**src/grid_ray_cast_horizontal_assert.svh**
```systemverilog
// assertion macros for the horizontal ray cast block
`ifndef GRID_RAY_CAST_HORIZONTAL_ASSERT_SVH
`define GRID_RAY_CAST_HORIZONTAL_ASSERT_SVH

// same-cycle implication, clocked on clk, quiet while rst_n is low
`define GRC_ASSERT_NOW(label, ante, cons, msg) \
  label: assert property (@(posedge clk) disable iff (!rst_n) (ante) |-> (cons)) \
    else $error(msg);

// next-cycle implication
`define GRC_ASSERT_NEXT(label, ante, cons, msg) \
  label: assert property (@(posedge clk) disable iff (!rst_n) (ante) |=> (cons)) \
    else $error(msg);

`endif

```
**src/grcast_pkg.sv**
```systemverilog
// ----------------------------------------------------------------------------
// grcast_pkg
// shared constants, types and helper functions of the horizontal ray cast
// ----------------------------------------------------------------------------
package grcast_pkg;

  localparam int MAP_SIDE   = 8;
  localparam int MAX_STEPS  = 8;
  localparam int CELL_SHIFT = 6;
  localparam int FRAC_BITS  = 6;
  localparam int TILE_SHIFT = CELL_SHIFT + FRAC_BITS;
  localparam int MAP_CELLS  = MAP_SIDE * MAP_SIDE;
  localparam int CELL_IDX_W = $clog2(MAP_CELLS);
  localparam int STEP_W     = $clog2(MAX_STEPS + 1);

  localparam int POS_W   = 15;
  localparam int ANG_W   = 16;
  localparam int COORD_W = 18;
  localparam int COORD_XW = COORD_W + 1;
  localparam int TILE_W  = COORD_W + 2 - TILE_SHIFT;
  localparam int IDX_W   = TILE_W + 5;
  localparam int MAP_W   = 64;

  localparam int PI_Q13      = 25736;
  localparam int TWO_PI_Q13  = 51472;
  localparam int HALF_PI_Q13 = 12868;

  // cordic datapath
  localparam int CORDIC_ITERS = 16;
  localparam int CW = 18;
  localparam int ZW = 20;
  localparam int CORDIC_X0 = 16384;

  // cotangent divider
  localparam int COT_FRAC = 12;
  localparam int COT_QB   = 20;
  localparam int COT_W    = COT_QB + 1;
  localparam int AW       = CW;
  localparam int RW       = AW + 1;
  localparam int NUM_W    = AW + COT_FRAC;

  // walk datapath
  localparam int PW    = COORD_W + COT_W;
  localparam int SAT_W = 48;
  localparam logic signed [SAT_W-1:0] SAT_HI = SAT_W'(2 ** (COORD_W - 1) - 1);
  localparam logic signed [SAT_W-1:0] SAT_LO = -SAT_W'(2 ** (COORD_W - 1));
  localparam logic signed [COORD_W-1:0] CELL_UNITS = COORD_W'(2 ** TILE_SHIFT);

  localparam int CFG_AW = 4;
  localparam logic REG_WALL_MAP = 1'b0;

  typedef struct packed {
    logic [POS_W-1:0] pos_x;
    logic [POS_W-1:0] pos_y;
    logic             up;
    logic             is_pi;
  } side_t;

  function automatic int atan_q16(input int i);
    unique case (i)
      0:  atan_q16 = 51472;
      1:  atan_q16 = 30386;
      2:  atan_q16 = 16055;
      3:  atan_q16 = 8150;
      4:  atan_q16 = 4091;
      5:  atan_q16 = 2047;
      6:  atan_q16 = 1024;
      7:  atan_q16 = 512;
      8:  atan_q16 = 256;
      9:  atan_q16 = 128;
      10: atan_q16 = 64;
      11: atan_q16 = 32;
      12: atan_q16 = 16;
      13: atan_q16 = 8;
      14: atan_q16 = 4;
      15: atan_q16 = 2;
      default: atan_q16 = 0;
    endcase
  endfunction

  function automatic logic signed [COORD_W-1:0] sat_coord(input logic signed [SAT_W-1:0] v);
    if (v > SAT_HI) begin
      sat_coord = COORD_W'(SAT_HI);
    end else if (v < SAT_LO) begin
      sat_coord = COORD_W'(SAT_LO);
    end else begin
      sat_coord = COORD_W'(v);
    end
  endfunction

  // truncating toward zero
  function automatic logic signed [TILE_W-1:0] tile_of(input logic signed [COORD_W-1:0] v);
    logic [COORD_XW-1:0] mag;
    logic [COORD_XW-1:0] sh;
    mag = v[COORD_W-1] ? COORD_XW'(-{v[COORD_W-1], v}) : {1'b0, v};
    sh  = mag >> TILE_SHIFT;
    tile_of = v[COORD_W-1] ? -TILE_W'(sh) : TILE_W'(sh);
  endfunction

endpackage

```
**src/grcast_div.sv**
```systemverilog
// ----------------------------------------------------------------------------
// grcast_div
// pipelined restoring divide giving the saturated Q.12 cotangent
// ----------------------------------------------------------------------------
module grcast_div import grcast_pkg::*; (
  input  logic                    clk,
  input  logic                    rst_n,
  input  logic                    adv,
  input  logic                    in_valid,
  input  side_t                   in_side,
  input  logic signed [CW-1:0]    in_cos,
  input  logic signed [CW-1:0]    in_sin,
  output logic                    out_valid,
  output side_t                   out_side,
  output logic signed [COT_W-1:0] out_cot
);

  logic              v_r    [0:COT_QB];
  side_t             side_r [0:COT_QB];
  logic              ovf_r  [0:COT_QB];
  logic              sgn_r  [0:COT_QB];
  logic [AW-1:0]     den_r  [0:COT_QB];
  logic [RW-1:0]     rem_r  [0:COT_QB];
  logic [COT_QB-1:0] lo_r   [0:COT_QB];
  logic [COT_QB-1:0] q_r    [0:COT_QB];

  logic                    vo_r;
  side_t                   so_r;
  logic signed [COT_W-1:0] cot_r;

  logic [AW-1:0]    ax;
  logic [AW-1:0]    ay;
  logic [NUM_W-1:0] num;
  logic [RW-1:0]    num_hi;

  always_comb begin
    ax     = in_cos[CW-1] ? AW'(-in_cos) : AW'(in_cos);
    ay     = in_sin[CW-1] ? AW'(-in_sin) : AW'(in_sin);
    num    = {ax, {COT_FRAC{1'b0}}};
    num_hi = RW'(num[NUM_W-1:COT_QB]);
  end

  always_ff @(posedge clk) begin
    if (!rst_n) begin
      v_r[0] <= 1'b0;
    end else if (adv) begin
      v_r[0] <= in_valid;
    end
  end

  // a zero sine always overflows here and so takes the sign of the cosine
  always_ff @(posedge clk) begin
    if (adv) begin
      side_r[0] <= in_side;
      ovf_r[0]  <= num_hi >= RW'(ay);
      sgn_r[0]  <= in_cos[CW-1] ^ in_sin[CW-1];
      den_r[0]  <= ay;
      rem_r[0]  <= num_hi;
      lo_r[0]   <= num[COT_QB-1:0];
      q_r[0]    <= '0;
    end
  end

  for (genvar j = 0; j < COT_QB; j++) begin : g_bit
    logic [RW-1:0] r2;
    assign r2 = {rem_r[j][RW-2:0], lo_r[j][COT_QB-1]};

    always_ff @(posedge clk) begin
      if (!rst_n) begin
        v_r[j+1] <= 1'b0;
      end else if (adv) begin
        v_r[j+1] <= v_r[j];
      end
    end

    always_ff @(posedge clk) begin
      if (adv) begin
        side_r[j+1] <= side_r[j];
        ovf_r[j+1]  <= ovf_r[j];
        sgn_r[j+1]  <= sgn_r[j];
        den_r[j+1]  <= den_r[j];
        lo_r[j+1]   <= lo_r[j] << 1;
        if (r2 >= RW'(den_r[j])) begin
          rem_r[j+1] <= r2 - RW'(den_r[j]);
          q_r[j+1]   <= {q_r[j][COT_QB-2:0], 1'b1};
        end else begin
          rem_r[j+1] <= r2;
          q_r[j+1]   <= {q_r[j][COT_QB-2:0], 1'b0};
        end
      end
    end
  end

  logic [COT_QB-1:0]       q_sat;
  logic signed [COT_W-1:0] q_pos;

  assign q_sat = ovf_r[COT_QB] ? {COT_QB{1'b1}} : q_r[COT_QB];
  assign q_pos = $signed({1'b0, q_sat});

  always_ff @(posedge clk) begin
    if (!rst_n) begin
      vo_r <= 1'b0;
    end else if (adv) begin
      vo_r <= v_r[COT_QB];
    end
  end

  always_ff @(posedge clk) begin
    if (adv) begin
      so_r  <= side_r[COT_QB];
      cot_r <= sgn_r[COT_QB] ? -q_pos : q_pos;
    end
  end

  assign out_valid = vo_r;
  assign out_side  = so_r;
  assign out_cot   = cot_r;

endmodule

```
**config.mk**
```make
export PLATFORM = sky130hd
export DESIGN_NAME = grcast_div
export DESIGN_NICKNAME = d
export VERILOG_FILES = /design/src/grid_ray_cast_horizontal_assert.svh /design/src/grcast_pkg.sv /design/src/grcast_div.sv
export SDC_FILE = /design/constraint.sdc
export NUM_CORES = 2
export LEC_CHECK = 0
export ABC_CLOCK_PERIOD_IN_PS = 4590
export BUFFER_PORTS_ARGS = -buffer_cell sky130_fd_sc_hd__buf_2
export CORE_ASPECT_RATIO = 0.75
export CORE_UTILIZATION = 35
export CTS_CLUSTER_DIAMETER = 80
export DETAILED_ROUTE_END_ITERATION = 7
export HOLD_SLACK_MARGIN = 0.06
export PLACE_DENSITY = 0.48
export RECOVER_POWER = 25
export SLEW_MARGIN = 20
export SYNTH_ARGS = -nofsm -noshare
export SYNTH_HDL_FRONTEND = slang
export SYNTH_SLANG_ARGS = --single-unit
```
**constraint.sdc**
```tcl
create_clock -name clk -period 4.59 [get_ports clk]
set_input_delay 0.459 -clock clk [delete_from_list [all_inputs] [get_ports clk]]
set_output_delay 0.459 -clock clk [all_outputs]
set_load 0.01 [all_outputs]
```
# After elaboration in Yosys (flattened, before gate mapping)
# Memory sizes are Yosys's and may differ from the RTL's. A register that Yosys moved wholly into a read port is not among the register bits.
# Index checks and enable logic that the tools add are counted.
# word_totals
regBits	21
ramBits	2331
inputBits	72
mem_count	8
# memory_table
memory	words	width	read_ports	rd_clocked_by_memory_dff	write_ports	line	rtl
side_r	21	32	21	1	21	grcast_div.sv:19	side_t side_r [0:COT_QB];
q_r	21	20	21	0	21	grcast_div.sv:25	logic [COT_QB-1:0] q_r [0:COT_QB];
lo_r	21	19	20	0	21	grcast_div.sv:24	logic [COT_QB-1:0] lo_r [0:COT_QB];
rem_r	21	19	20	0	21	grcast_div.sv:23	logic [RW-1:0] rem_r [0:COT_QB];
den_r	21	18	20	0	21	grcast_div.sv:22	logic [AW-1:0] den_r [0:COT_QB];
ovf_r	21	1	21	0	21	grcast_div.sv:20	logic ovf_r [0:COT_QB];
+2 memories	-	-	-	-	-	-	
# classes
n_addsub	23
magnitude_cmp	21
mux	190
n_bitwise	62
reduce_logical	1
# ops
cell	count
$mux W20	22
$ge A19 B18 Y1	20
$mux W19	20
$sub A19 B18 Y19	20
$mux W1	146
$or A1 B1 Y1	61
$mux W18	2
$neg A18 Y18	2
$neg A20 Y21	1
$ge A10 B18 Y1	1
$logic_not A1 Y1	1
$xor A1 B1 Y1	1

# Logic depth before layout (Yosys ltp)
# An unclocked memory read counts as a cell.
# logic_depth
depth_word	6
depth_mapped	16
depth_no_buf	16

# Least setup slack after synthesis
# No wires, ideal clock.
# synth_timing
path_kind	flip-flop to flip-flop
startpoint	mem den_r[2][19] (netlist name)
endpoint	mem rem_r[2][49] (netlist name), data pin
arrival_ps	2695
required_ps	4328
slack_ps	1633
stages_incl_launch_ff	14
path_buffers	2
cell_sequence	edfxtp_1 -> inv_1 -> ha_1 -> nor2b_1 -> o21a_1 -> o31a_1 -> o31ai_4 -> o211ai_1 -> o21a_1 -> nor2_2 -> o21ba_1 -> buf_4 -> buf_8 -> mux2_1
# synth_lines
item	line
start: declaration	grcast_div.sv:22
end: declaration	grcast_div.sv:23

==> impl_metrics.tcl <==
set metrics [dict create \
    grt_pass1_vias 38668 \
    first_pass_iters 5 \
    power_leakage_uw 0.0323 \
    ys_types 95 \
    drive_above_1_share_pct 10.7 \
    route.antenna.remaining_nets 0 \
    first_iter_violations 3260 \
    hold_viol 0 \
    synth_area_per_cell_um2 14.6 \
    antenna_found_initial 8 \
    violations "max-capacitance violations, max-slew violations" \
    drc 0 \
    die_y_um 403 \
    via_per_inst 4.78 \
    async_flop_share_pct 0 \
    cts_root_buf "clkbuf_16" \
    period_needed_ns 3.94 \
    netlist_area_mm2 0.0752 \
    finClkSkew_ns 0.0531 \
    synth.area.top_cells "edfxtp_1 (70%), ha_1 (6.1%), inv_1 (2.3%)" \
    synth.net_count 5597 \
    ys_seq_area_share_pct 69.7 \
    slew_headroom_pct -61.6 \
    grt_overflow_total 0 \
    r2r-end "rem_r[4][42]" \
    placed_cell_area_mm2 0.0793 \
    critPathKind "flop to flop" \
    area_growth_pct 14.1 \
    final_area_mm2 0.0858 \
    power_density_mw_per_mm2 588 \
    worstPathArrival_ns 4.45 \
    synth_warnings 0 \
    cp-end-kind "flop" \
    nets 5927 \
    worst_setup_path_start_kind "flop" \
    ios 126 \
    start_util_pct 35.4 \
    irDropWorstVdd_v 0.000263 \
    rr_worst_depth 9 \
    clkTransAtPathRegs_ns 0.06 \
    rsz0062_at_grt "false" \
    dp.final_hpwl_um 98400 \
    grt_usage_pct 13.0 \
    die_area_mm2 0.217 \
    cts_tree "yes" \
    place_congestion 0.834 \
    tns_ns 0 \
    synth_cells 5141 \
    routedWlPerCell_um 17.0 \
    critPathRequiredTime_ns 5.10 \
    r2r-start "den_r[4][32]" \
    fmax_ghz 0.254 \
    synth_edf_count 1744 \
    synth_top_cell_area_share_pct 69.7 \
    cts_sinks 1747 \
    cts_buffer_depth 4 \
    synthFlopType "edfxtp_1" \
    worst_setup_path_startpoint "den_r[4][32]" \
    synth.most_common_cell "edfxtp_1" \
    worstHoldPathType "input port to flop" \
    crit_fanout 20 \
    core-area_mm2 0.212 \
    cts_resized 0 \
    grt_pass1_wl_um 222000 \
    worst_pin_slew_ns 2.42 \
    final-max-slew-violation-count 66 \
    drt-total-wl_um 143000 \
    finalCritPeriodShare_pct 85.8 \
    rrSetupSlack_ns 0.65 \
    synth_area_leader_cell "edfxtp_1" \
    ys_ff_latch 1747 \
    portBuffers 125 \
    rows 146 \
    crit_path_end "rem_r[4][42]" \
    drv_cap 1 \
    htreeDepth 4 \
    vias 40319 \
    synthTopCellsByCount "edfxtp_1 (1744), inv_1 (454), ha_1 (365), a21oi_1 (302), nor2_1 (280)" \
    outcome "complete, but fails checks" \
    grt_start_max_net_pins 152 \
    setup_viol 0 \
    clock_latency_ns 0.81 \
    dieWidth_um 537 \
    tritoncts.num_buffers 186 \
    cts_setup_buffers 0 \
]
==> sequential cells by signal, summed over array words and instances, names as in the netlist <==
register	count
den_r	360
out_side	32
side_r	672
ovf_r	21
sgn_r	21
rem_r	352
out_cot	21
out_valid	1
q_r	210
lo_r	36
v_r	21
==> layout by cell type (no fill, tap or decap), types with 116 or more instances in the layout <==
cell type	n
a21oi_1	302
clkbuf_16	187
nand2_1	262
ha_1	365
edfxtp_1	1744
mux2_2	137
inv_1	454
o21ai_0	237
nor2_1	280
buf_2	116
xnor2_1	183
xor2_1	116
==> what timing repair did <==
action | 4_1_cts | 5_1_grt
setup endpoints to repair | 0 | 0
hold endpoints to repair | 66 | 1
hold buffers | 66 | 1
==> worst max-delay path: stages, from the launching register on <==
cell      delay (ns)
edfxtp_1        0.41
inv_1           0.07
ha_1            0.49
nand4_1         0.16
nor4_1          0.95
o21ai_0         0.21
nand3_1         0.24
o21bai_2        0.46
buf_4           0.30
mux2_2          0.34
==> through the flow <==
step	setup WS [ns]	hold slack [ns]	total power (µW)	instances	utilization [%]
global placement	0.925	0.400	35900	8028	37.4
CTS	0.816	0.0616	51100	8424	40.4
finish	0.651	0.138	50400	8429	40.4
floorplan	1.63	0.400	32400	5141	-
global route	0.518	0.100	53500	8427	40.4
detailed placement	0.858	0.405	36000	8028	37.4
==> metal layers <==
| metal | vias to the layer above | track usage (%) | routed length [µm] |
|---|---|---|---|
| li1 | 19821 | - | - |
| met1 | 19451 | 20.4 | 74600 |
| met2 | 845 | 18.2 | 58000 |
| met3 | 202 | 2.50 | 7530 |
| met4 | 0 | 3.42 | 2960 |
| met5 | - | 0 | 0 |
==> cell families (layout without fill, tap and decap cells) <==
family / after synthesis / in the layout / share of synthesized area [%]
flops: 1747 / 1747 / 69.7
simple gates: 1019 / 1019 / 6.56
compound gates: 969 / 969 / 8.18
buf+inv: 553 / 1025 / 2.94
fa+ha+maj: 384 / 384 / 6.58
xor+xnor: 299 / 299 / 3.48
mux: 170 / 170 / 2.52
other cells: 0 / 4 / 0
==> worst min path at each step <==
stage                               from            end  slack (ns)  cells past startpoint
after global routing          in_sin[10]   den_r[0][10]        0.10                      2
after detailed placement  side_r[20][14]   out_side[14]        0.40                      0
after global placement      side_r[7][8]   side_r[8][8]        0.40                      0
final                         in_sin[14]   den_r[0][14]        0.14                      2
after CTS                            adv  side_r[9][18]        0.06                      1
after floorplan              lo_r[0][11]    lo_r[0][31]        0.40                      0
==> where the power goes <==
| group | total, µW | switching, µW | internal [µW] | leakage (µW) |
|---|---|---|---|---|
| logic | 13800 | 7610 | 6220 | 0.0124 |
| registers | 22000 | 1280 | 20800 | 0.0171 |
| clock network | 14500 | 6070 | 8470 | 0.00284 |
| total | 50400 | 15000 | 35500 | 0.0323 |
==> layout make-up <==
| class | instances | area, µm² |
|---|---|---|
| flip-flops and latches | 1747 | 52400 |
| inverters | 455 | 1710 |
| repair buffers | 240 | 1730 |
| diodes | 4 | 10.0 |
| clock inverters | 107 | 1010 |
| clock buffers | 223 | 4810 |
| well taps | 2812 | 3520 |
| multi-input cells | 2841 | 20600 |
| fillers | 19544 | 126000 |
(Power assumes the default switching activity.)
