<file path="src/grid_ray_cast_horizontal_assert.svh">
// assertion macros for the horizontal ray cast block
`ifndef GRID_RAY_CAST_HORIZONTAL_ASSERT_SVH
`define GRID_RAY_CAST_HORIZONTAL_ASSERT_SVH

// same-cycle implication, clocked on clk, quiet while rst_n is low
`define GRC_ASSERT_NOW(label, ante, cons, msg) \
  label: assert property (@(posedge clk) disable iff (!rst_n) (ante) |-> (cons)) \
    else $error(msg);

// next-cycle implication
`define GRC_ASSERT_NEXT(label, ante, cons, msg) \
  label: assert property (@(posedge clk) disable iff (!rst_n) (ante) |=> (cons)) \
    else $error(msg);

`endif

</file>
<file path="src/grcast_pkg.sv">
// ----------------------------------------------------------------------------
// grcast_pkg
// shared constants, types and helper functions of the horizontal ray cast
// ----------------------------------------------------------------------------
package grcast_pkg;

  localparam int MAP_SIDE   = 8;
  localparam int MAX_STEPS  = 8;
  localparam int CELL_SHIFT = 6;
  localparam int FRAC_BITS  = 6;
  localparam int TILE_SHIFT = CELL_SHIFT + FRAC_BITS;
  localparam int MAP_CELLS  = MAP_SIDE * MAP_SIDE;
  localparam int CELL_IDX_W = $clog2(MAP_CELLS);
  localparam int STEP_W     = $clog2(MAX_STEPS + 1);

  localparam int POS_W   = 15;
  localparam int ANG_W   = 16;
  localparam int COORD_W = 18;
  localparam int COORD_XW = COORD_W + 1;
  localparam int TILE_W  = COORD_W + 2 - TILE_SHIFT;
  localparam int IDX_W   = TILE_W + 5;
  localparam int MAP_W   = 64;

  localparam int PI_Q13      = 25736;
  localparam int TWO_PI_Q13  = 51472;
  localparam int HALF_PI_Q13 = 12868;

  // cordic datapath
  localparam int CORDIC_ITERS = 16;
  localparam int CW = 18;
  localparam int ZW = 20;
  localparam int CORDIC_X0 = 16384;

  // cotangent divider
  localparam int COT_FRAC = 12;
  localparam int COT_QB   = 20;
  localparam int COT_W    = COT_QB + 1;
  localparam int AW       = CW;
  localparam int RW       = AW + 1;
  localparam int NUM_W    = AW + COT_FRAC;

  // walk datapath
  localparam int PW    = COORD_W + COT_W;
  localparam int SAT_W = 48;
  localparam logic signed [SAT_W-1:0] SAT_HI = SAT_W'(2 ** (COORD_W - 1) - 1);
  localparam logic signed [SAT_W-1:0] SAT_LO = -SAT_W'(2 ** (COORD_W - 1));
  localparam logic signed [COORD_W-1:0] CELL_UNITS = COORD_W'(2 ** TILE_SHIFT);

  localparam int CFG_AW = 4;
  localparam logic REG_WALL_MAP = 1'b0;

  typedef struct packed {
    logic [POS_W-1:0] pos_x;
    logic [POS_W-1:0] pos_y;
    logic             up;
    logic             is_pi;
  } side_t;

  function automatic int atan_q16(input int i);
    unique case (i)
      0:  atan_q16 = 51472;
      1:  atan_q16 = 30386;
      2:  atan_q16 = 16055;
      3:  atan_q16 = 8150;
      4:  atan_q16 = 4091;
      5:  atan_q16 = 2047;
      6:  atan_q16 = 1024;
      7:  atan_q16 = 512;
      8:  atan_q16 = 256;
      9:  atan_q16 = 128;
      10: atan_q16 = 64;
      11: atan_q16 = 32;
      12: atan_q16 = 16;
      13: atan_q16 = 8;
      14: atan_q16 = 4;
      15: atan_q16 = 2;
      default: atan_q16 = 0;
    endcase
  endfunction

  function automatic logic signed [COORD_W-1:0] sat_coord(input logic signed [SAT_W-1:0] v);
    if (v > SAT_HI) begin
      sat_coord = COORD_W'(SAT_HI);
    end else if (v < SAT_LO) begin
      sat_coord = COORD_W'(SAT_LO);
    end else begin
      sat_coord = COORD_W'(v);
    end
  endfunction

  // truncating toward zero
  function automatic logic signed [TILE_W-1:0] tile_of(input logic signed [COORD_W-1:0] v);
    logic [COORD_XW-1:0] mag;
    logic [COORD_XW-1:0] sh;
    mag = v[COORD_W-1] ? COORD_XW'(-{v[COORD_W-1], v}) : {1'b0, v};
    sh  = mag >> TILE_SHIFT;
    tile_of = v[COORD_W-1] ? -TILE_W'(sh) : TILE_W'(sh);
  endfunction

endpackage

</file>
<file path="src/grcast_cordic.sv">
// ----------------------------------------------------------------------------
// grcast_cordic
// angle fold and pipelined rotation, one cordic iteration per stage
// ----------------------------------------------------------------------------
module grcast_cordic import grcast_pkg::*; (
  input  logic                 clk,
  input  logic                 rst_n,
  input  logic                 adv,
  input  logic                 in_valid,
  input  side_t                in_side,
  input  logic [ANG_W-1:0]     in_angle,
  output logic                 out_valid,
  output side_t                out_side,
  output logic signed [CW-1:0] out_cos,
  output logic signed [CW-1:0] out_sin
);

  logic                 v_r    [0:CORDIC_ITERS];
  side_t                side_r [0:CORDIC_ITERS];
  logic                 neg_r  [0:CORDIC_ITERS];
  logic signed [CW-1:0] x_r    [0:CORDIC_ITERS];
  logic signed [CW-1:0] y_r    [0:CORDIC_ITERS];
  logic signed [ZW-1:0] z_r    [0:CORDIC_ITERS];

  logic                 vo_r;
  side_t                so_r;
  logic signed [CW-1:0] co_r;
  logic signed [CW-1:0] sn_r;

  logic signed [CW-1:0] a_red;
  logic signed [CW-1:0] a_fold;
  logic                 a_neg;

  // reduce to (-pi, pi], then fold into [-pi/2, pi/2]
  always_comb begin
    a_red = $signed({2'b00, in_angle});
    if (in_angle > ANG_W'(PI_Q13)) begin
      a_red = a_red - CW'(TWO_PI_Q13);
    end
    a_fold = a_red;
    a_neg  = 1'b0;
    if (a_red > CW'(HALF_PI_Q13)) begin
      a_fold = a_red - CW'(PI_Q13);
      a_neg  = 1'b1;
    end else if (a_red < -CW'(HALF_PI_Q13)) begin
      a_fold = a_red + CW'(PI_Q13);
      a_neg  = 1'b1;
    end
  end

  always_ff @(posedge clk) begin
    if (!rst_n) begin
      v_r[0] <= 1'b0;
    end else if (adv) begin
      v_r[0] <= in_valid;
    end
  end

  always_ff @(posedge clk) begin
    if (adv) begin
      side_r[0] <= in_side;
      neg_r[0]  <= a_neg;
      x_r[0]    <= CW'(CORDIC_X0);
      y_r[0]    <= '0;
      z_r[0]    <= ZW'(a_fold) <<< 3;
    end
  end

  for (genvar i = 0; i < CORDIC_ITERS; i++) begin : g_iter
    localparam logic signed [ZW-1:0] ATAN = ZW'(atan_q16(i));

    always_ff @(posedge clk) begin
      if (!rst_n) begin
        v_r[i+1] <= 1'b0;
      end else if (adv) begin
        v_r[i+1] <= v_r[i];
      end
    end

    always_ff @(posedge clk) begin
      if (adv) begin
        side_r[i+1] <= side_r[i];
        neg_r[i+1]  <= neg_r[i];
        if (z_r[i] >= 0) begin
          x_r[i+1] <= x_r[i] - (y_r[i] >>> i);
          y_r[i+1] <= y_r[i] + (x_r[i] >>> i);
          z_r[i+1] <= z_r[i] - ATAN;
        end else begin
          x_r[i+1] <= x_r[i] + (y_r[i] >>> i);
          y_r[i+1] <= y_r[i] - (x_r[i] >>> i);
          z_r[i+1] <= z_r[i] + ATAN;
        end
      end
    end
  end

  always_ff @(posedge clk) begin
    if (!rst_n) begin
      vo_r <= 1'b0;
    end else if (adv) begin
      vo_r <= v_r[CORDIC_ITERS];
    end
  end

  always_ff @(posedge clk) begin
    if (adv) begin
      so_r <= side_r[CORDIC_ITERS];
      co_r <= neg_r[CORDIC_ITERS] ? -x_r[CORDIC_ITERS] : x_r[CORDIC_ITERS];
      sn_r <= neg_r[CORDIC_ITERS] ? -y_r[CORDIC_ITERS] : y_r[CORDIC_ITERS];
    end
  end

  assign out_valid = vo_r;
  assign out_side  = so_r;
  assign out_cos   = co_r;
  assign out_sin   = sn_r;

endmodule

</file>
<file path="config.mk">
export PLATFORM = sky130hd
export DESIGN_NAME = grcast_cordic
export DESIGN_NICKNAME = d
export VERILOG_FILES = /design/src/grid_ray_cast_horizontal_assert.svh /design/src/grcast_pkg.sv /design/src/grcast_cordic.sv
export SDC_FILE = /design/constraint.sdc
export NUM_CORES = 2
export LEC_CHECK = 0
export ABC_AREA = 1
export BUFFER_PORTS_ARGS = -buffer_cell sky130_fd_sc_hd__buf_2
export CORE_MARGIN = 5
export CORE_UTILIZATION = 29
export DETAILED_ROUTE_END_ITERATION = 8
export PLACE_DENSITY = 0.42
export REMOVE_ABC_BUFFERS = 1
export SYNTH_ARGS = -nofsm -noshare
export SYNTH_HDL_FRONTEND = slang
export SYNTH_SLANG_ARGS = --single-unit
</file>
<file path="constraint.sdc">
create_clock -name clk -period 3.6 [get_ports clk]
set_input_delay 0.18 -clock clk [delete_from_list [all_inputs] [get_ports clk]]
set_output_delay 0.18 -clock clk [all_outputs]
set_load 0.1 [all_outputs]
</file>
After elaboration in Yosys (flattened, before gate mapping)
Memory sizes are Yosys's and may differ from the RTL's. A register that Yosys moved wholly into a read port is not among the register bits.
Cells that the tools add are included.
{ "totals": {"memories": 6, "ramBits": 1530, "ff_bits": 36} }
{ "mem_list": {"columns": ["memory", "depth", "word_bits", "read_ports", "rd_ports_with_merged_regs", "wr", "line", "text"], "rows": [
  ["side_r", 17, 32, 17, 1, 17, "grcast_cordic.sv:19", "side_t side_r [0:CORDIC_ITERS];"],
  ["z_r", 17, 20, 16, 0, 17, "grcast_cordic.sv:23", "logic signed [ZW-1:0] z_r [0:CORDIC_ITERS];"],
  ["x_r", 17, 18, 17, 0, 17, "grcast_cordic.sv:21", "logic signed [CW-1:0] x_r [0:CORDIC_ITERS];"],
  ["y_r", 17, 18, 17, 0, 17, "grcast_cordic.sv:22", "logic signed [CW-1:0] y_r [0:CORDIC_ITERS];"],
  ["neg_r", 17, 1, 17, 0, 17, "grcast_cordic.sv:20", "logic neg_r [0:CORDIC_ITERS];"],
  ["v_r", 17, 1, 17, 1, 17, "grcast_cordic.sv:18", "logic v_r [0:CORDIC_ITERS];"]
]} }
{ "op_classes": {"add_sub_neg": 100, "mux": 173, "n_lt_le_gt_ge": 19, "reduce_logical": 1, "bitwise_logic": 65} }
{ "ops": {"columns": ["operator", "n"], "rows": [
  ["18-bit 2-to-1 mux", 35],
  ["20-bit by 1-bit >= comparator with 1-bit output (second input constant)", 16],
  ["20-bit 2-to-1 mux", 16],
  ["1-bit 2-to-1 mux", 120],
  ["1-bit OR", 65],
  ["20-bit by 12-bit adder with 20-bit output (second input constant)", 2],
  ["20-bit by 12-bit subtractor with 20-bit output (second input constant)", 2],
  ["18-bit by 10-bit adder with 18-bit output", 2],
  ["18-bit by 11-bit adder with 18-bit output", 2],
  ["18-bit by 12-bit adder with 18-bit output", 2],
  ["18-bit by 13-bit adder with 18-bit output", 2],
  ["18-bit by 14-bit adder with 18-bit output", 2],
  ["18-bit by 15-bit adder with 18-bit output", 2],
  ["18-bit by 16-bit adder with 18-bit output", 2],
  ["18-bit by 17-bit adder with 18-bit output", 2],
  ["18-bit by 3-bit adder with 18-bit output", 2],
  ["18-bit by 4-bit adder with 18-bit output", 2],
  ["18-bit by 5-bit adder with 18-bit output", 2],
  ["18-bit by 6-bit adder with 18-bit output", 2],
  ["18-bit by 7-bit adder with 18-bit output", 2],
  ["18-bit by 8-bit adder with 18-bit output", 2],
  ["18-bit by 9-bit adder with 18-bit output", 2],
  ["18-bit negation", 2],
  ["18-bit by 10-bit subtractor with 18-bit output", 2],
  ["52 further kinds", 68]
]} }

Depth between registers and ports, before layout
An unclocked memory read counts as a cell.
{ "logic_depth": {"ltp_word": 6, "ltp_mapped": 24, "depth_no_buf": 22} }

Worst setup path after synthesis
OpenSTA, ideal clock, no wires.
{ "synth_path": {"kind": "in2reg", "from": "input port adv", "to": "memory x_r[10][12], data pin", "slack_ps": 28, "n_path_buf": 4, "t_arrival_ps": 3307, "path_stages": 14, "setup_time_ps": 265, "cell_sequence": "buf_2 > clkbuf_1 > nand2_1 > clkbuf_1 > clkbuf_1 > o21ai_0 > fa_1 > a31oi_1 > o21ai_0 > a21oi_1 > o21ai_0 > a21boi_0 > o21ai_0 > xor2_1"} }
{ "synth_lines": {"columns": ["item", "line", "text"], "rows": [
  ["start, declared", "grcast_cordic.sv:8", "input logic adv,"],
  ["end, declared", "grcast_cordic.sv:21", null]
]} }

==> flow_summary.json <==
{
  "outcome": "finished clean",
  "wl_met2_mm": 75.0,
  "endpoint_kind": "flip-flop",
  "start_kind": "flip-flop",
  "synth_top_area_frac": 0.547,
  "firstDrtPassIters": 6,
  "drive_gt1_frac": 0.0993,
  "place_congestion": 0.829,
  "grt_pass1_wl_mm": 259,
  "rows": 187,
  "core_area_mm2": 0.259,
  "dp_hpwl_mm": 120,
  "ys_types": 57,
  "drt_wl_total_mm": 160,
  "yosysSeqAreaShare": 0.548,
  "yosys.area.top_type": "edfxtp_1",
  "dpl.cell_count": 10600,
  "critical_path.startpoint": "x_r[12][12]$_DFFE_PP_",
  "min_to": "side_r[0][4]$_DFFE_PP_",
  "wl_met3_mm": 4.96,
  "hold_slack_ns": 0.109,
  "yosys-top-cells-area": "edfxtp_1, ha_1, xor2_1, nand2_1, a21oi_1",
  "drtIter0Drc": 2546,
  "vias": 48700,
  "fill_cells": 25800,
  "ys_ff_latch": 1373,
  "r2r-start": "x_r[12][12]$_DFFE_PP_",
  "ant_nets": 0,
  "crit_required_ns": 4.11,
  "htreeDepth": 4,
  "max_freq_mhz": 297,
  "clock_skew_ns": 0.0435,
  "cts_buffer_depth": 3,
  "syn_area_mm2": 0.0753,
  "synth-main-ff-cell": "edfxtp_1",
  "syn_to_final_growth_pct": 17.0,
  "path_clk_slew_ns": 0.05,
  "hold_viol": 0,
  "tightest_slew_ns": 1.11,
  "cap_violations": 0,
  "slew_viol_final": 0,
  "cp_max_fo": 5,
  "grt_max_degree": 177,
  "start_util": 0.291,
  "synth_enable_flop_cells": 1371,
  "min-delay-start": "in_side[4]",
  "syn_inst": 6852,
  "m1WireLength_mm": 75.0,
  "drc_errors": 0,
  "synth_warnings": 0,
  "final_nets": 8140,
  "crit_path_max_incr_delay_ns": 0.43,
  "die_x_um": 519,
  "first_global_vias": 49300,
  "path_common_cell": "nand2_1",
  "layout_commonest_cell": "edfxtp_1",
  "io_pins": 121,
  "r2r_slack_ns": 0.23,
  "io_buffer_count": 120,
  "antenna_found_initial": 2,
  "ctsRootBufferMaster": "clkbuf_16",
  "cp_slowest_cell": "ha_1",
  "r2r_cells": 15,
  "overflow": 0,
  "min_period_ns": 3.37,
  "fin_crit_sh": 0.936,
  "arrival_ns": 3.88,
  "vias_per_cell": 4.46,
  "clock_sinks": 1373,
  "avgSynthCellArea_um2": 11.0,
  "grtUsageTotal": 0.116,
  "highest_layer": "met4",
  "critPathKind": "reg2reg",
  "wl_per_cell_um": 14.6,
  "fp.dieH_um": 519,
  "dieArea_mm2": 0.270,
  "final_cells": 10900,
  "hold_depth": 2,
  "cts_tree": "yes",
  "r2r_end": "y_r[13][16]$_DFFE_PP_",
  "hold_path.class": "in2reg",
  "most-common-layout-cells": "edfxtp_1, nand2_1, inv_1",
  "crit_chain": "buf_4 -> nor3_1 -> nand4_1 -> ha_1 -> nand2_1 -> nand2_1 -> ha_1 -> nand2_1 -> nor2_1 -> nand2_1 -> o21ai_0 -> a21oi_1 -> nor2_1 -> nor2_1 -> xor2_1",
  "cts_buffers": 169,
  "rsz0062_at_grt": "true",
  "setup_viol": 0,
  "slew_headroom": 0.260,
  "clk_latency_ns": 0.79,
  "async_reset_ff_frac": 0
}
## critical path, delay by kind of cell (launching register included)
family | cells | cell delay, ns
compound gates | 2 | 0.42
xor+xnor | 1 | 0.13
fa+ha+maj | 2 | 0.76
buf+inv | 1 | 0.18
flops | 1 | 0.42
simple gates | 9 | 1.20
## routing by layer
layer | up-vias | global-route usage
met5 | - | 0
met4 | 0 | 0.0371
met3 | 265 | 0.0191
met2 | 576 | 0.197
met1 | 22700 | 0.152
li1 | 25200 | -
## synthesized netlist by cell type (13+ instances only)
cell type / instances
edfxtp_1: 1371
nand2_1: 1144
inv_1: 690
ha_1: 663
a21oi_1: 586
xor2_1: 574
nor2_1: 378
o21ai_0: 355
nand3_1: 252
xnor2_1: 207
nor3_1: 105
nand4_1: 60
o31ai_1: 54
a31oi_1: 51
clkbuf_1: 47
fa_1: 38
a21boi_0: 36
nand2_2: 24
a21o_1: 22
o211ai_1: 16
a211oi_1: 15
o21bai_1: 15
nor3b_1: 13
## cell families after synthesis
kind of cell | after synthesis | synth area share
buf+inv | 765 | 0.0390
compound gates | 1205 | 0.0887
flops | 1373 | 0.548
xor+xnor | 781 | 0.0909
fa+ha+maj | 701 | 0.120
simple gates | 2027 | 0.113
## per-stage QoR
step	setup slack, ns	area [um^2]	setup TNS [ns]	utilization
3_5_place_dp	0.0484	81800	0	0.316
2_1_floorplan	-0.0208	74900	-0.0208	-
4_1_cts	0.0196	87700	0	0.339
3_3_place_gp	-0.108	81800	-0.175	0.316
5_1_grt	-0.0633	88000	-0.115	0.340
6_report	0.229	88000	0	0.340
## timing repair
action / 4_1_cts / 5_1_grt
endpoints found under the setup margin: 1 / 63
buffers inserted: 0 / 14
gates resized for setup: 1 / 74
endpoints found under the hold margin: 68 / 0
hold buffers: 41 / 0
pin swaps: 1 / 9
## cell type report
type | instances | area (um^2) | share of cell area
Antenna cell | 2 | 5.00 | 0.0000568
Inverter | 698 | 2620 | 0.0298
Clock buffer | 196 | 4350 | 0.0494
Sequential cell | 1373 | 41200 | 0.468
Multi-Input combinational cell | 4714 | 31300 | 0.356
Clock inverter | 107 | 1140 | 0.0130
Tap cell | 3402 | 4260 | 0.0483
Timing Repair Buffer | 431 | 3120 | 0.0354
## state kept, by name, indices dropped and copies added, names as in the netlist
register   count
out_side      32
x_r          227
neg_r         17
out_valid      1
out_cos       18
v_r           17
out_sin       18
y_r          229
side_r       544
z_r          270
## worst max path at each step
stage / end / slack, ns / cells past startpoint
after global routing: y_r[6][15]$_DFFE_PP_ / -0.06 / 17
final: y_r[13][16]$_DFFE_PP_ / 0.23 / 15
after CTS: y_r[12][15]$_DFFE_PP_ / 0.02 / 17
after detailed placement: y_r[12][15]$_DFFE_PP_ / 0.05 / 17
after global placement: x_r[13][15]$_DFFE_PP_ / -0.11 / 21
after floorplan: y_r[12][12]$_DFFE_PP_ / -0.02 / 15
Power is left out: the tool's default activity adds up to more than one toggle a clock period on the data nets, which glitch-free logic cannot reach.
