==> src/grid_ray_cast_horizontal_assert.svh <==
// assertion macros for the horizontal ray cast block
`ifndef GRID_RAY_CAST_HORIZONTAL_ASSERT_SVH
`define GRID_RAY_CAST_HORIZONTAL_ASSERT_SVH

// same-cycle implication, clocked on clk, quiet while rst_n is low
`define GRC_ASSERT_NOW(label, ante, cons, msg) \
  label: assert property (@(posedge clk) disable iff (!rst_n) (ante) |-> (cons)) \
    else $error(msg);

// next-cycle implication
`define GRC_ASSERT_NEXT(label, ante, cons, msg) \
  label: assert property (@(posedge clk) disable iff (!rst_n) (ante) |=> (cons)) \
    else $error(msg);

`endif

==> src/grcast_pkg.sv <==
// ----------------------------------------------------------------------------
// grcast_pkg
// shared constants, types and helper functions of the horizontal ray cast
// ----------------------------------------------------------------------------
package grcast_pkg;

  localparam int MAP_SIDE   = 8;
  localparam int MAX_STEPS  = 8;
  localparam int CELL_SHIFT = 6;
  localparam int FRAC_BITS  = 6;
  localparam int TILE_SHIFT = CELL_SHIFT + FRAC_BITS;
  localparam int MAP_CELLS  = MAP_SIDE * MAP_SIDE;
  localparam int CELL_IDX_W = $clog2(MAP_CELLS);
  localparam int STEP_W     = $clog2(MAX_STEPS + 1);

  localparam int POS_W   = 15;
  localparam int ANG_W   = 16;
  localparam int COORD_W = 18;
  localparam int COORD_XW = COORD_W + 1;
  localparam int TILE_W  = COORD_W + 2 - TILE_SHIFT;
  localparam int IDX_W   = TILE_W + 5;
  localparam int MAP_W   = 64;

  localparam int PI_Q13      = 25736;
  localparam int TWO_PI_Q13  = 51472;
  localparam int HALF_PI_Q13 = 12868;

  // cordic datapath
  localparam int CORDIC_ITERS = 16;
  localparam int CW = 18;
  localparam int ZW = 20;
  localparam int CORDIC_X0 = 16384;

  // cotangent divider
  localparam int COT_FRAC = 12;
  localparam int COT_QB   = 20;
  localparam int COT_W    = COT_QB + 1;
  localparam int AW       = CW;
  localparam int RW       = AW + 1;
  localparam int NUM_W    = AW + COT_FRAC;

  // walk datapath
  localparam int PW    = COORD_W + COT_W;
  localparam int SAT_W = 48;
  localparam logic signed [SAT_W-1:0] SAT_HI = SAT_W'(2 ** (COORD_W - 1) - 1);
  localparam logic signed [SAT_W-1:0] SAT_LO = -SAT_W'(2 ** (COORD_W - 1));
  localparam logic signed [COORD_W-1:0] CELL_UNITS = COORD_W'(2 ** TILE_SHIFT);

  localparam int CFG_AW = 4;
  localparam logic REG_WALL_MAP = 1'b0;

  typedef struct packed {
    logic [POS_W-1:0] pos_x;
    logic [POS_W-1:0] pos_y;
    logic             up;
    logic             is_pi;
  } side_t;

  function automatic int atan_q16(input int i);
    unique case (i)
      0:  atan_q16 = 51472;
      1:  atan_q16 = 30386;
      2:  atan_q16 = 16055;
      3:  atan_q16 = 8150;
      4:  atan_q16 = 4091;
      5:  atan_q16 = 2047;
      6:  atan_q16 = 1024;
      7:  atan_q16 = 512;
      8:  atan_q16 = 256;
      9:  atan_q16 = 128;
      10: atan_q16 = 64;
      11: atan_q16 = 32;
      12: atan_q16 = 16;
      13: atan_q16 = 8;
      14: atan_q16 = 4;
      15: atan_q16 = 2;
      default: atan_q16 = 0;
    endcase
  endfunction

  function automatic logic signed [COORD_W-1:0] sat_coord(input logic signed [SAT_W-1:0] v);
    if (v > SAT_HI) begin
      sat_coord = COORD_W'(SAT_HI);
    end else if (v < SAT_LO) begin
      sat_coord = COORD_W'(SAT_LO);
    end else begin
      sat_coord = COORD_W'(v);
    end
  endfunction

  // truncating toward zero
  function automatic logic signed [TILE_W-1:0] tile_of(input logic signed [COORD_W-1:0] v);
    logic [COORD_XW-1:0] mag;
    logic [COORD_XW-1:0] sh;
    mag = v[COORD_W-1] ? COORD_XW'(-{v[COORD_W-1], v}) : {1'b0, v};
    sh  = mag >> TILE_SHIFT;
    tile_of = v[COORD_W-1] ? -TILE_W'(sh) : TILE_W'(sh);
  endfunction

endpackage

==> src/grcast_walk.sv <==
// ----------------------------------------------------------------------------
// grcast_walk
// first grid line crossing, then one map test and advance per stage
// ----------------------------------------------------------------------------
module grcast_walk import grcast_pkg::*; (
  input  logic                      clk,
  input  logic                      rst_n,
  input  logic                      adv,
  input  logic [MAP_W-1:0]          wall_map,
  input  logic                      in_valid,
  input  side_t                     in_side,
  input  logic signed [COT_W-1:0]   in_cot,
  output logic                      out_valid,
  output logic signed [COORD_W-1:0] out_hit_x,
  output logic signed [COORD_W-1:0] out_hit_y,
  output logic                      out_wall_hit,
  output logic [STEP_W-1:0]         out_steps
);

  `include "grid_ray_cast_horizontal_assert.svh"

  localparam logic signed [IDX_W-1:0] SIDE_S = IDX_W'(MAP_SIDE);
  localparam logic signed [IDX_W-1:0] CELLS_S = IDX_W'(MAP_CELLS);
  localparam logic [PW:0] ROUND_HALF = (PW+1)'(2 ** (COT_FRAC - 1));

  // first stage: grid line and product
  logic                      v1_r;
  side_t                     s1_r;
  logic signed [PW-1:0]      p1_r;
  logic signed [COT_W-1:0]   sx1_r;
  logic signed [COORD_W-1:0] ry1_r;

  logic [POS_W-1:0]          py_floor;
  logic signed [COORD_W-1:0] ry0;
  logic signed [COORD_W-1:0] dy;

  always_comb begin
    py_floor = in_side.pos_y & ~POS_W'(2 ** TILE_SHIFT - 1);
    ry0 = $signed(COORD_W'(py_floor)) + (in_side.up ? COORD_W'(0) : CELL_UNITS);
    dy  = ry0 - $signed(COORD_W'(in_side.pos_y));
  end

  always_ff @(posedge clk) begin
    if (!rst_n) begin
      v1_r <= 1'b0;
    end else if (adv) begin
      v1_r <= in_valid;
    end
  end

  // a full cell times the cotangent is exact, so the step is the cotangent itself
  always_ff @(posedge clk) begin
    if (adv) begin
      s1_r  <= in_side;
      p1_r  <= PW'(dy) * PW'(in_cot);
      sx1_r <= in_side.up ? -in_cot : in_cot;
      ry1_r <= ry0;
    end
  end

  // walk stages
  logic                      v_r    [0:MAX_STEPS];
  side_t                     side_r [0:MAX_STEPS];
  logic signed [COORD_W-1:0] rx_r   [0:MAX_STEPS];
  logic signed [COORD_W-1:0] ry_r   [0:MAX_STEPS];
  logic signed [COT_W-1:0]   sx_r   [0:MAX_STEPS];
  logic                      done_r [0:MAX_STEPS];
  logic                      hit_r  [0:MAX_STEPS];
  logic [STEP_W-1:0]         steps_r[0:MAX_STEPS];

  logic [PW:0]            mag;
  logic [PW:0]            rnd;
  logic signed [PW+1:0]   off;

  // round half away from zero
  always_comb begin
    mag = p1_r[PW-1] ? (PW+1)'(-{p1_r[PW-1], p1_r}) : {1'b0, p1_r};
    rnd = (mag + ROUND_HALF) >> COT_FRAC;
    off = p1_r[PW-1] ? -$signed({1'b0, rnd}) : $signed({1'b0, rnd});
  end

  always_ff @(posedge clk) begin
    if (!rst_n) begin
      v_r[0] <= 1'b0;
    end else if (adv) begin
      v_r[0] <= v1_r;
    end
  end

  always_ff @(posedge clk) begin
    if (adv) begin
      side_r[0]  <= s1_r;
      sx_r[0]    <= sx1_r;
      hit_r[0]   <= 1'b0;
      steps_r[0] <= '0;
      done_r[0]  <= s1_r.is_pi;
      if (s1_r.is_pi) begin
        rx_r[0] <= $signed(COORD_W'(s1_r.pos_x));
        ry_r[0] <= $signed(COORD_W'(s1_r.pos_y));
      end else begin
        rx_r[0] <= sat_coord(SAT_W'($signed({1'b0, s1_r.pos_x})) + SAT_W'(off));
        ry_r[0] <= sat_coord(SAT_W'(ry1_r));
      end
    end
  end

  for (genvar k = 0; k < MAX_STEPS; k++) begin : g_step
    logic signed [TILE_W-1:0] tx;
    logic signed [TILE_W-1:0] ty;
    logic signed [IDX_W-1:0]  idx;
    logic                     wall;
    logic signed [COORD_W-1:0] sy;

    always_comb begin
      tx   = tile_of(rx_r[k]);
      ty   = tile_of(ry_r[k]) - (side_r[k].up ? TILE_W'(1) : TILE_W'(0));
      idx  = IDX_W'(ty) * SIDE_S + IDX_W'(tx);
      // negative columns may alias into the previous row
      wall = (idx >= 0) && (idx < CELLS_S) && wall_map[idx[CELL_IDX_W-1:0]];
      sy   = side_r[k].up ? -CELL_UNITS : CELL_UNITS;
    end

    always_ff @(posedge clk) begin
      if (!rst_n) begin
        v_r[k+1] <= 1'b0;
      end else if (adv) begin
        v_r[k+1] <= v_r[k];
      end
    end

    always_ff @(posedge clk) begin
      if (adv) begin
        side_r[k+1] <= side_r[k];
        sx_r[k+1]   <= sx_r[k];
        priority if (done_r[k]) begin
          rx_r[k+1]    <= rx_r[k];
          ry_r[k+1]    <= ry_r[k];
          done_r[k+1]  <= 1'b1;
          hit_r[k+1]   <= hit_r[k];
          steps_r[k+1] <= steps_r[k];
        end else if (wall) begin
          rx_r[k+1]    <= rx_r[k];
          ry_r[k+1]    <= ry_r[k];
          done_r[k+1]  <= 1'b1;
          hit_r[k+1]   <= 1'b1;
          steps_r[k+1] <= steps_r[k];
        end else begin
          rx_r[k+1]    <= sat_coord(SAT_W'(rx_r[k]) + SAT_W'(sx_r[k]));
          ry_r[k+1]    <= sat_coord(SAT_W'(ry_r[k]) + SAT_W'(sy));
          done_r[k+1]  <= 1'b0;
          hit_r[k+1]   <= 1'b0;
          steps_r[k+1] <= steps_r[k] + STEP_W'(1);
        end
      end
    end
  end

  assign out_valid    = v_r[MAX_STEPS];
  assign out_hit_x    = rx_r[MAX_STEPS];
  assign out_hit_y    = ry_r[MAX_STEPS];
  assign out_wall_hit = hit_r[MAX_STEPS];
  assign out_steps    = steps_r[MAX_STEPS];

  `GRC_ASSERT_NOW(a_miss_full_walk,
    v_r[MAX_STEPS] && !hit_r[MAX_STEPS] && !side_r[MAX_STEPS].is_pi,
    steps_r[MAX_STEPS] == STEP_W'(MAX_STEPS),
    "ray without wall hit did not take every step")
  `GRC_ASSERT_NOW(a_pi_no_walk,
    v_r[MAX_STEPS] && side_r[MAX_STEPS].is_pi,
    !hit_r[MAX_STEPS] && steps_r[MAX_STEPS] == '0,
    "ray at pi walked or hit")
  `GRC_ASSERT_NEXT(a_stall_holds,
    !adv && v_r[MAX_STEPS],
    v_r[MAX_STEPS] && $stable(rx_r[MAX_STEPS]) && $stable(steps_r[MAX_STEPS]),
    "stalled result changed")

endmodule

==> config.mk <==
export PLATFORM = sky130hd
export DESIGN_NAME = grcast_walk
export DESIGN_NICKNAME = d
export VERILOG_FILES = /design/src/grcast_pkg.sv /design/src/grcast_walk.sv
export VERILOG_INCLUDE_DIRS = /design/src /design/src/src
export SDC_FILE = /design/constraint.sdc
export NUM_CORES = 2
export LEC_CHECK = 0
export ABC_AREA = 1
export CAP_MARGIN = 20
export CELL_PAD_IN_SITES_DETAIL_PLACEMENT = 1
export CELL_PAD_IN_SITES_GLOBAL_PLACEMENT = 1
export CORE_AREA = 2 2 350 352
export CTS_BUF_LIST = sky130_fd_sc_hd__clkbuf_4 sky130_fd_sc_hd__clkbuf_8
export DETAILED_ROUTE_END_ITERATION = 16
export DIE_AREA = 0 0 352 354
export DONT_BUFFER_PORTS = 1
export MAX_ROUTING_LAYER = met4
export PLACE_DENSITY = 0.91
export SYNTH_ARGS = -nofsm -noshare
export SYNTH_HDL_FRONTEND = slang
export SYNTH_SLANG_ARGS = --single-unit
==> constraint.sdc <==
create_clock -name clk -period 14.8 [get_ports clk]
set_clock_uncertainty 0.05 [all_clocks]
set_input_delay 4.44 -clock clk [delete_from_list [all_inputs] [get_ports clk]]
set_output_delay 4.44 -clock clk [all_outputs]
set_load 0.005 [all_outputs]
Word-level counts from Yosys, hierarchy flattened:

Memories as Yosys holds them, arrays and structs flattened.
Cells that the tools add are included.

* bits in writable memories: 864
* word-level logic and storage cells: 609
* memories: 8
* input port bits: 121
* flip-flop bits (word level): 109
* output and inout port bits: 42

* order comparisons: 60
* add/subtract/negate cells: 79
* reduce and logical (&&, ||, !) cells: 16
* mux-type cells: 346
* multipliers: 1
* bitwise operators: 91

Memories
* side_r: words 9, width 32, read ports 8, clocked after memory_dff 0, wr ports 9, RTL line grcast_walk.sv:63 `side_t side_r [0:MAX_STEPS];`
* sx_r: words 9, width 21, read ports 8, clocked after memory_dff 0, wr ports 9, RTL line grcast_walk.sv:66 `logic signed [COT_W-1:0] sx_r [0:MAX_STEPS];`
* rx_r: words 9, width 18, read ports 9, clocked after memory_dff 0, wr ports 9, RTL line grcast_walk.sv:64 `logic signed [COORD_W-1:0] rx_r [0:MAX_STEPS];`
* ry_r: words 9, width 18, read ports 9, clocked after memory_dff 0, wr ports 9, RTL line grcast_walk.sv:65 `logic signed [COORD_W-1:0] ry_r [0:MAX_STEPS];`
* steps_r: words 9, width 4, read ports 9, clocked after memory_dff 0, wr ports 9, RTL line grcast_walk.sv:69 `logic [STEP_W-1:0] steps_r[0:MAX_STEPS];`
* done_r: words 9, width 1, read ports 8, clocked after memory_dff 0, wr ports 9, RTL line grcast_walk.sv:67 `logic done_r [0:MAX_STEPS];`
* 2 more memories

Operator list (number)
* 2-to-1 mux 18 bit: 130
* 2-to-1 mux 19 bit: 16
* negator 19 bit: 16
* adder 18 x 21 -> 22 bit: 8
* > comparator 22 x 18 -> 1 bit (second input constant): 8
* less-than comparator 22 x 18 -> 1 bit (second input constant): 8
* 2-to-1 mux 1 bit: 156
* adder 18 x 18 -> 19 bit: 8
* > comparator 19 x 18 -> 1 bit (second input constant): 8
* less-than comparator 19 x 18 -> 1 bit (second input constant): 8
* 2-to-1 mux 8 bit: 16
* negator 7 -> 8 bit: 16
* adder 11 x 8 -> 12 bit: 8
* greater-or-equal comparator 12 x 1 -> 1 bit (second input constant): 8
* less-than comparator 12 x 8 -> 1 bit (second input constant): 8
* bitwise OR 1 bit: 91
* 2-to-1 mux 4 bit: 16
* subtractor 8 x 2 -> 8 bit: 8
* less-than comparator 6 x 7 -> 1 bit (second input constant): 8
* binary-select mux 1 bit (select 6 bit): 8
* adder 16 x 41 -> 42 bit: 1
* > comparator 42 x 18 -> 1 bit (second input constant): 1
* less-than comparator 42 x 18 -> 1 bit (second input constant): 1
* 2-to-1 mux 41 bit: 1
* other kinds (14): 36

Longest topological paths before layout:

An unclocked memory read counts as a cell.

* depth after elaboration: 16
* mapped depth: 44
* mapped depth without buffers: 43

Worst setup path before layout:

Ideal clock, no wire load.

* kind: input-to-reg
* start: input port in_side[1] (netlist bit)
* end: register p1_r[34] (data pin)
* stages: 30
* required time: 14481 ps
* path slack: 2916 ps
* arrival time: 11565 ps
* path buffers: 2
* library setup time: 269 ps
* path through: inv_1 -> clkbuf_1 -> ha_1 -> nand2_1 -> inv_1 -> ha_1 -> xor2_1 -> inv_1 -> nor2_1 -> mux2i_1 -> clkbuf_1 -> nor2_1 -> fa_1 -> inv_1 -> fa_1 -> fa_1 -> inv_1 -> fa_1 -> fa_1 -> inv_1 -> fa_1 -> inv_1 -> ha_1 -> nand4_1 -> o221ai_1 -> a21boi_0 -> o31ai_1 -> a21oi_1 -> o31ai_1 -> xor2_1

* cells in the longest elaborated chain, start to end: 4

Ends and longest elaborated chain
* from (decl): RTL line grcast_walk.sv:11 `input side_t in_side,`
* 2-to-1 mux 13 bit: RTL line grcast_walk.sv:39 `ry0 = $signed(COORD_W'(py_floor)) + (in_side.up ? COORD_W'(0) : CELL_UNITS);`
* adder 15 x 13 -> 16 bit: RTL line grcast_walk.sv:39
* subtractor 16 x 15 -> 17 bit: RTL line grcast_walk.sv:40 `dy = ry0 - $signed(COORD_W'(in_side.pos_y));`
* multiplier 17 x 21 -> 38 bit: RTL line grcast_walk.sv:55 `p1_r <= PW'(dy) * PW'(in_cot);`
* to (signal assigned): RTL line grcast_walk.sv:55
* to (decl): RTL line grcast_walk.sv:29 `logic signed [PW-1:0] p1_r;`

No other way between the ends.
A chain may end at the register's enable or synchronous reset.

Worst setup path after layout:

* start: input port in_side[3] (netlist bit)
* end: register p1_r[34] (data pin)

* cells in the longest elaborated chain, start to end: 2

Ends and longest elaborated chain (RTL line)
* subtractor 16 x 15 -> 17 bit: grcast_walk.sv:40
* multiplier 17 x 21 -> 38 bit: grcast_walk.sv:55

No other way between the ends.

==> results.sh <==
export IMPL_synth_cell_type_count=65
export IMPL_p_int_mw=7.95
export IMPL_root_buffer="clkbuf_8"
export IMPL_p_per_area_mw_per_mm2=267
export IMPL_ys_async_sr_fraction_pct=0
export IMPL_ys_flop_type="edfxtp_1"
export IMPL_avgSynthCellArea_um2=8.19
export IMPL_synth_nets=8415
export IMPL_worstPathRequired_ns=15.26
export IMPL_grt_max_degree=640
export IMPL_wl_um=206000
export IMPL_worst_ir_drop_vdd_mv=1.40
export IMPL_grt_usage_pct=33.7
export IMPL_synth_warnings=0
export IMPL_post_dp_hpwl_um=162000
export IMPL_nNetsFinal=8299
export IMPL_synthTopCellsByArea="edfxtp_1 (32%), fa_1 (12%), nand2_1 (9.0%)"
export IMPL_area_growth_pct=5.90
export IMPL_num_rows=128
export IMPL_preCtsSetupSlack_ns=1.56
export IMPL_mostFrequentLayoutCell="nand2_1"
export IMPL_drt_antenna_violating_nets=0
export IMPL_synth_cells=7482
export IMPL_finalHoldViolCount=0
export IMPL_grt_pass1_vias=58700
export IMPL_post_cts_resized=0
export IMPL_end_kind="flop"
export IMPL_crit_fanout=8
export IMPL_synth_seq_cells=645
export IMPL_setup_viol=0
export IMPL_syn_area_mm2=0.0612
export IMPL_fmax_mhz=79.2
export IMPL_drt_iter0_markers=3342
export IMPL_whs_ns=0.351
export IMPL_antenna_found_initial=7
export IMPL_period_share_pct=85.3
export IMPL_core_area_mm2=0.121
export IMPL_swShare_pct=54.1
export IMPL_layout_min_cycle_time_ns=12.63
export IMPL_nFillCells=14600
export IMPL_placed_cells=8870
export IMPL_numCtsBuffers=108
export IMPL_multi_input_area_mm2=0.0366
export IMPL_finalSetupTns_ns=0
export IMPL_die_area_mm2=0.125
export IMPL_post_cts_setup_buffers=0
export IMPL_hold_buffers=0
export IMPL_yosysTopAreaCell="edfxtp_1"
export IMPL_yosysTopAreaCellShare_pct=31.5
export IMPL_drt_pass1_iter_count=5
export IMPL_cap_violations=0
export IMPL_vias_per_cell=5.89
export IMPL_critPathLaunchType="input port"
export IMPL_violations="max-slew violations"
export IMPL_slew_viol_final=38
export IMPL_status="finished with violations"
export IMPL_clock_power_share_pct=9.7
export IMPL_clock_sinks=645
export IMPL_clkTransAtPathRegs_ns=0.07
export IMPL_die_h_um=354
export IMPL_grt_setup_unrepaired="no"
export IMPL_synth_edff_count=643
export IMPL_insertion_delay_ns=0.82
export IMPL_worstRegToRegCells=21
export IMPL_regArea_mm2=0.0193
export IMPL_start_util_pct=50.7
export IMPL_cts_tree="built"
export IMPL_tightest_slew_ns=1.51
export IMPL_p_sw_mw=9.35
export IMPL_finalPower_mw=17.3
export IMPL_power_frac_seq_pct=17.3
export IMPL_hold_path_class="reg2reg"
export IMPL_die_w_um=352
export IMPL_slew_headroom_pct=-0.900
export IMPL_cts_buffer_depth=3
export IMPL_portBuffers=0
export IMPL_num_vias=53500
export IMPL_holdPathStages=0
export IMPL_finalWeightedCongestion=0.978
export IMPL_drc_errors=0
export IMPL_seq_area_frac_synth_pct=31.6
export IMPL_drt_wirelength_per_cell_um=22.7
export IMPL_final_cell_mix="nand2_1 (1464), inv_1 (1105), nor2_1 (671), edfxtp_1 (643), a21oi_1 (504)"
export IMPL_fin_cells=9082
export IMPL_grt_overflow=0
export IMPL_crit_arrival_ns=13.09
export IMPL_drive_above_1_share_pct=4.83
export IMPL_timing_final_ws_setup_ns=2.17
export IMPL_io_pins=163
export IMPL_power_leakage_nw=29.4
export IMPL_cts_htree_levels=3
export IMPL_path_class="in2reg"
export IMPL_p_comb_share_pct=72.9
export IMPL_grt_pass1_wl_um=321000
-- registers in the layout, indices dropped and copies added (netlist names) --
name / cells
ry1_r: 4
v1_r: 1
side_r: 9
v_r: 9
steps_r: 26
done_r: 7
hit_r: 8
sx1_r: 21
sx_r: 168
rx_r: 162
ry_r: 160
p1_r: 38
s1_r: 32
-- per-layer routing --
metal / track usage [%] / routed length [um]
met5: - / 0
met4: 24.7 / 17600
met2: 59.4 / 105000
met3: 4.40 / 9900
met1: 34.3 / 73700
-- worst max-delay path, cell delays in order --
cell and delay (ns):
nor3_1 0.32, nand3_1 0.18, nor2_1 0.17, nand2_1 0.10, or3_1 0.36, o21ai_0 0.22, nand2_1 0.11, nor2_1 0.14
mux2i_1 0.93, inv_1 0.25, nand2_1 0.16, fa_1 0.46, fa_1 0.52, fa_1 0.52, fa_1 0.54, fa_1 0.57
inv_1 0.06, fa_1 0.47, ha_1 0.38, nand4_1 0.10, o221ai_1 0.59, a21boi_0 0.30, o31ai_1 0.48, a21oi_1 0.18
o31ai_1 0.35, xor2_1 0.14
-- cell type report --
| cell class | instances | area share, % |
|---|---|---|
| Multi-Input combinational cell | 5441 | 56.4 |
| Sequential cell | 645 | 29.8 |
| Inverter | 1127 | 6.52 |
| Tap cell | 1625 | 3.13 |
| Clock buffer | 134 | 2.59 |
| Clock inverter | 60 | 0.781 |
| Timing Repair Buffer | 43 | 0.667 |
| Antenna cell | 7 | 0.0270 |
-- cells in the mapped netlist, types with 44 or more instances --
| cell | instances |
|---|---|
| nand2_1 | 1472 |
| o21ai_0 | 444 |
| edfxtp_1 | 643 |
| a21oi_1 | 504 |
| a31oi_1 | 77 |
| nor3_1 | 55 |
| nand4_1 | 56 |
| xnor2_1 | 131 |
| nor4_1 | 44 |
| ha_1 | 431 |
| inv_1 | 1105 |
| o211ai_1 | 134 |
| nand3_1 | 418 |
| nor2_1 | 672 |
| fa_1 | 381 |
| xor2_1 | 291 |
| clkbuf_1 | 208 |
-- power groups by stage --
stage | Clock, mW | Sequential (mW) | Combinational (mW)
finish | 1.68 | 3.00 | 12.6
global route | 1.78 | 3.01 | 13.8
CTS | 1.70 | 2.99 | 12.4
detailed placement | 0 | 3.02 | 12.3
global placement | 0 | 3.00 | 11.3
floorplan | 0 | 2.88 | 8.52
-- stage by stage --
step	util, %	area, um2
2_1_floorplan	-	61200
3_3_place_gp	51.7	62500
3_5_place_dp	51.7	62500
4_1_cts	53.5	64600
5_1_grt	53.6	64900
6_report	53.6	64900
-- worst paths after layout --
kind	from	end	slack [ns]
setup / recovery	in_side[3]	p1_r[34]$_DFFE_PP_	2.17
hold / removal	sx1_r[18]$_DFFE_PP_	sx_r[0][18]$_DFFE_PP_	0.35
setup reg to reg	rx_r[0][11]$_DFFE_PP_	ry_r[1][4]$_DFFE_PP_	7.90
hold reg to reg	sx1_r[18]$_DFFE_PP_	sx_r[0][18]$_DFFE_PP_	0.35
-- cell families (layout without fill, tap and decap cells) --
group | count (synthesis) | after routing | synth area share, %
simple gates | 2868 | 2868 | 19.9
buf+inv | 1396 | 1364 | 8.69
compound gates | 1337 | 1337 | 12.5
fa+ha+maj | 812 | 812 | 21.3
flops | 645 | 645 | 31.6
xor+xnor | 423 | 423 | 6.06
mux | 1 | 1 | 0.0163
other cells | 0 | 7 | 0
No activity file was read; power rests on OpenSTA's default activity.
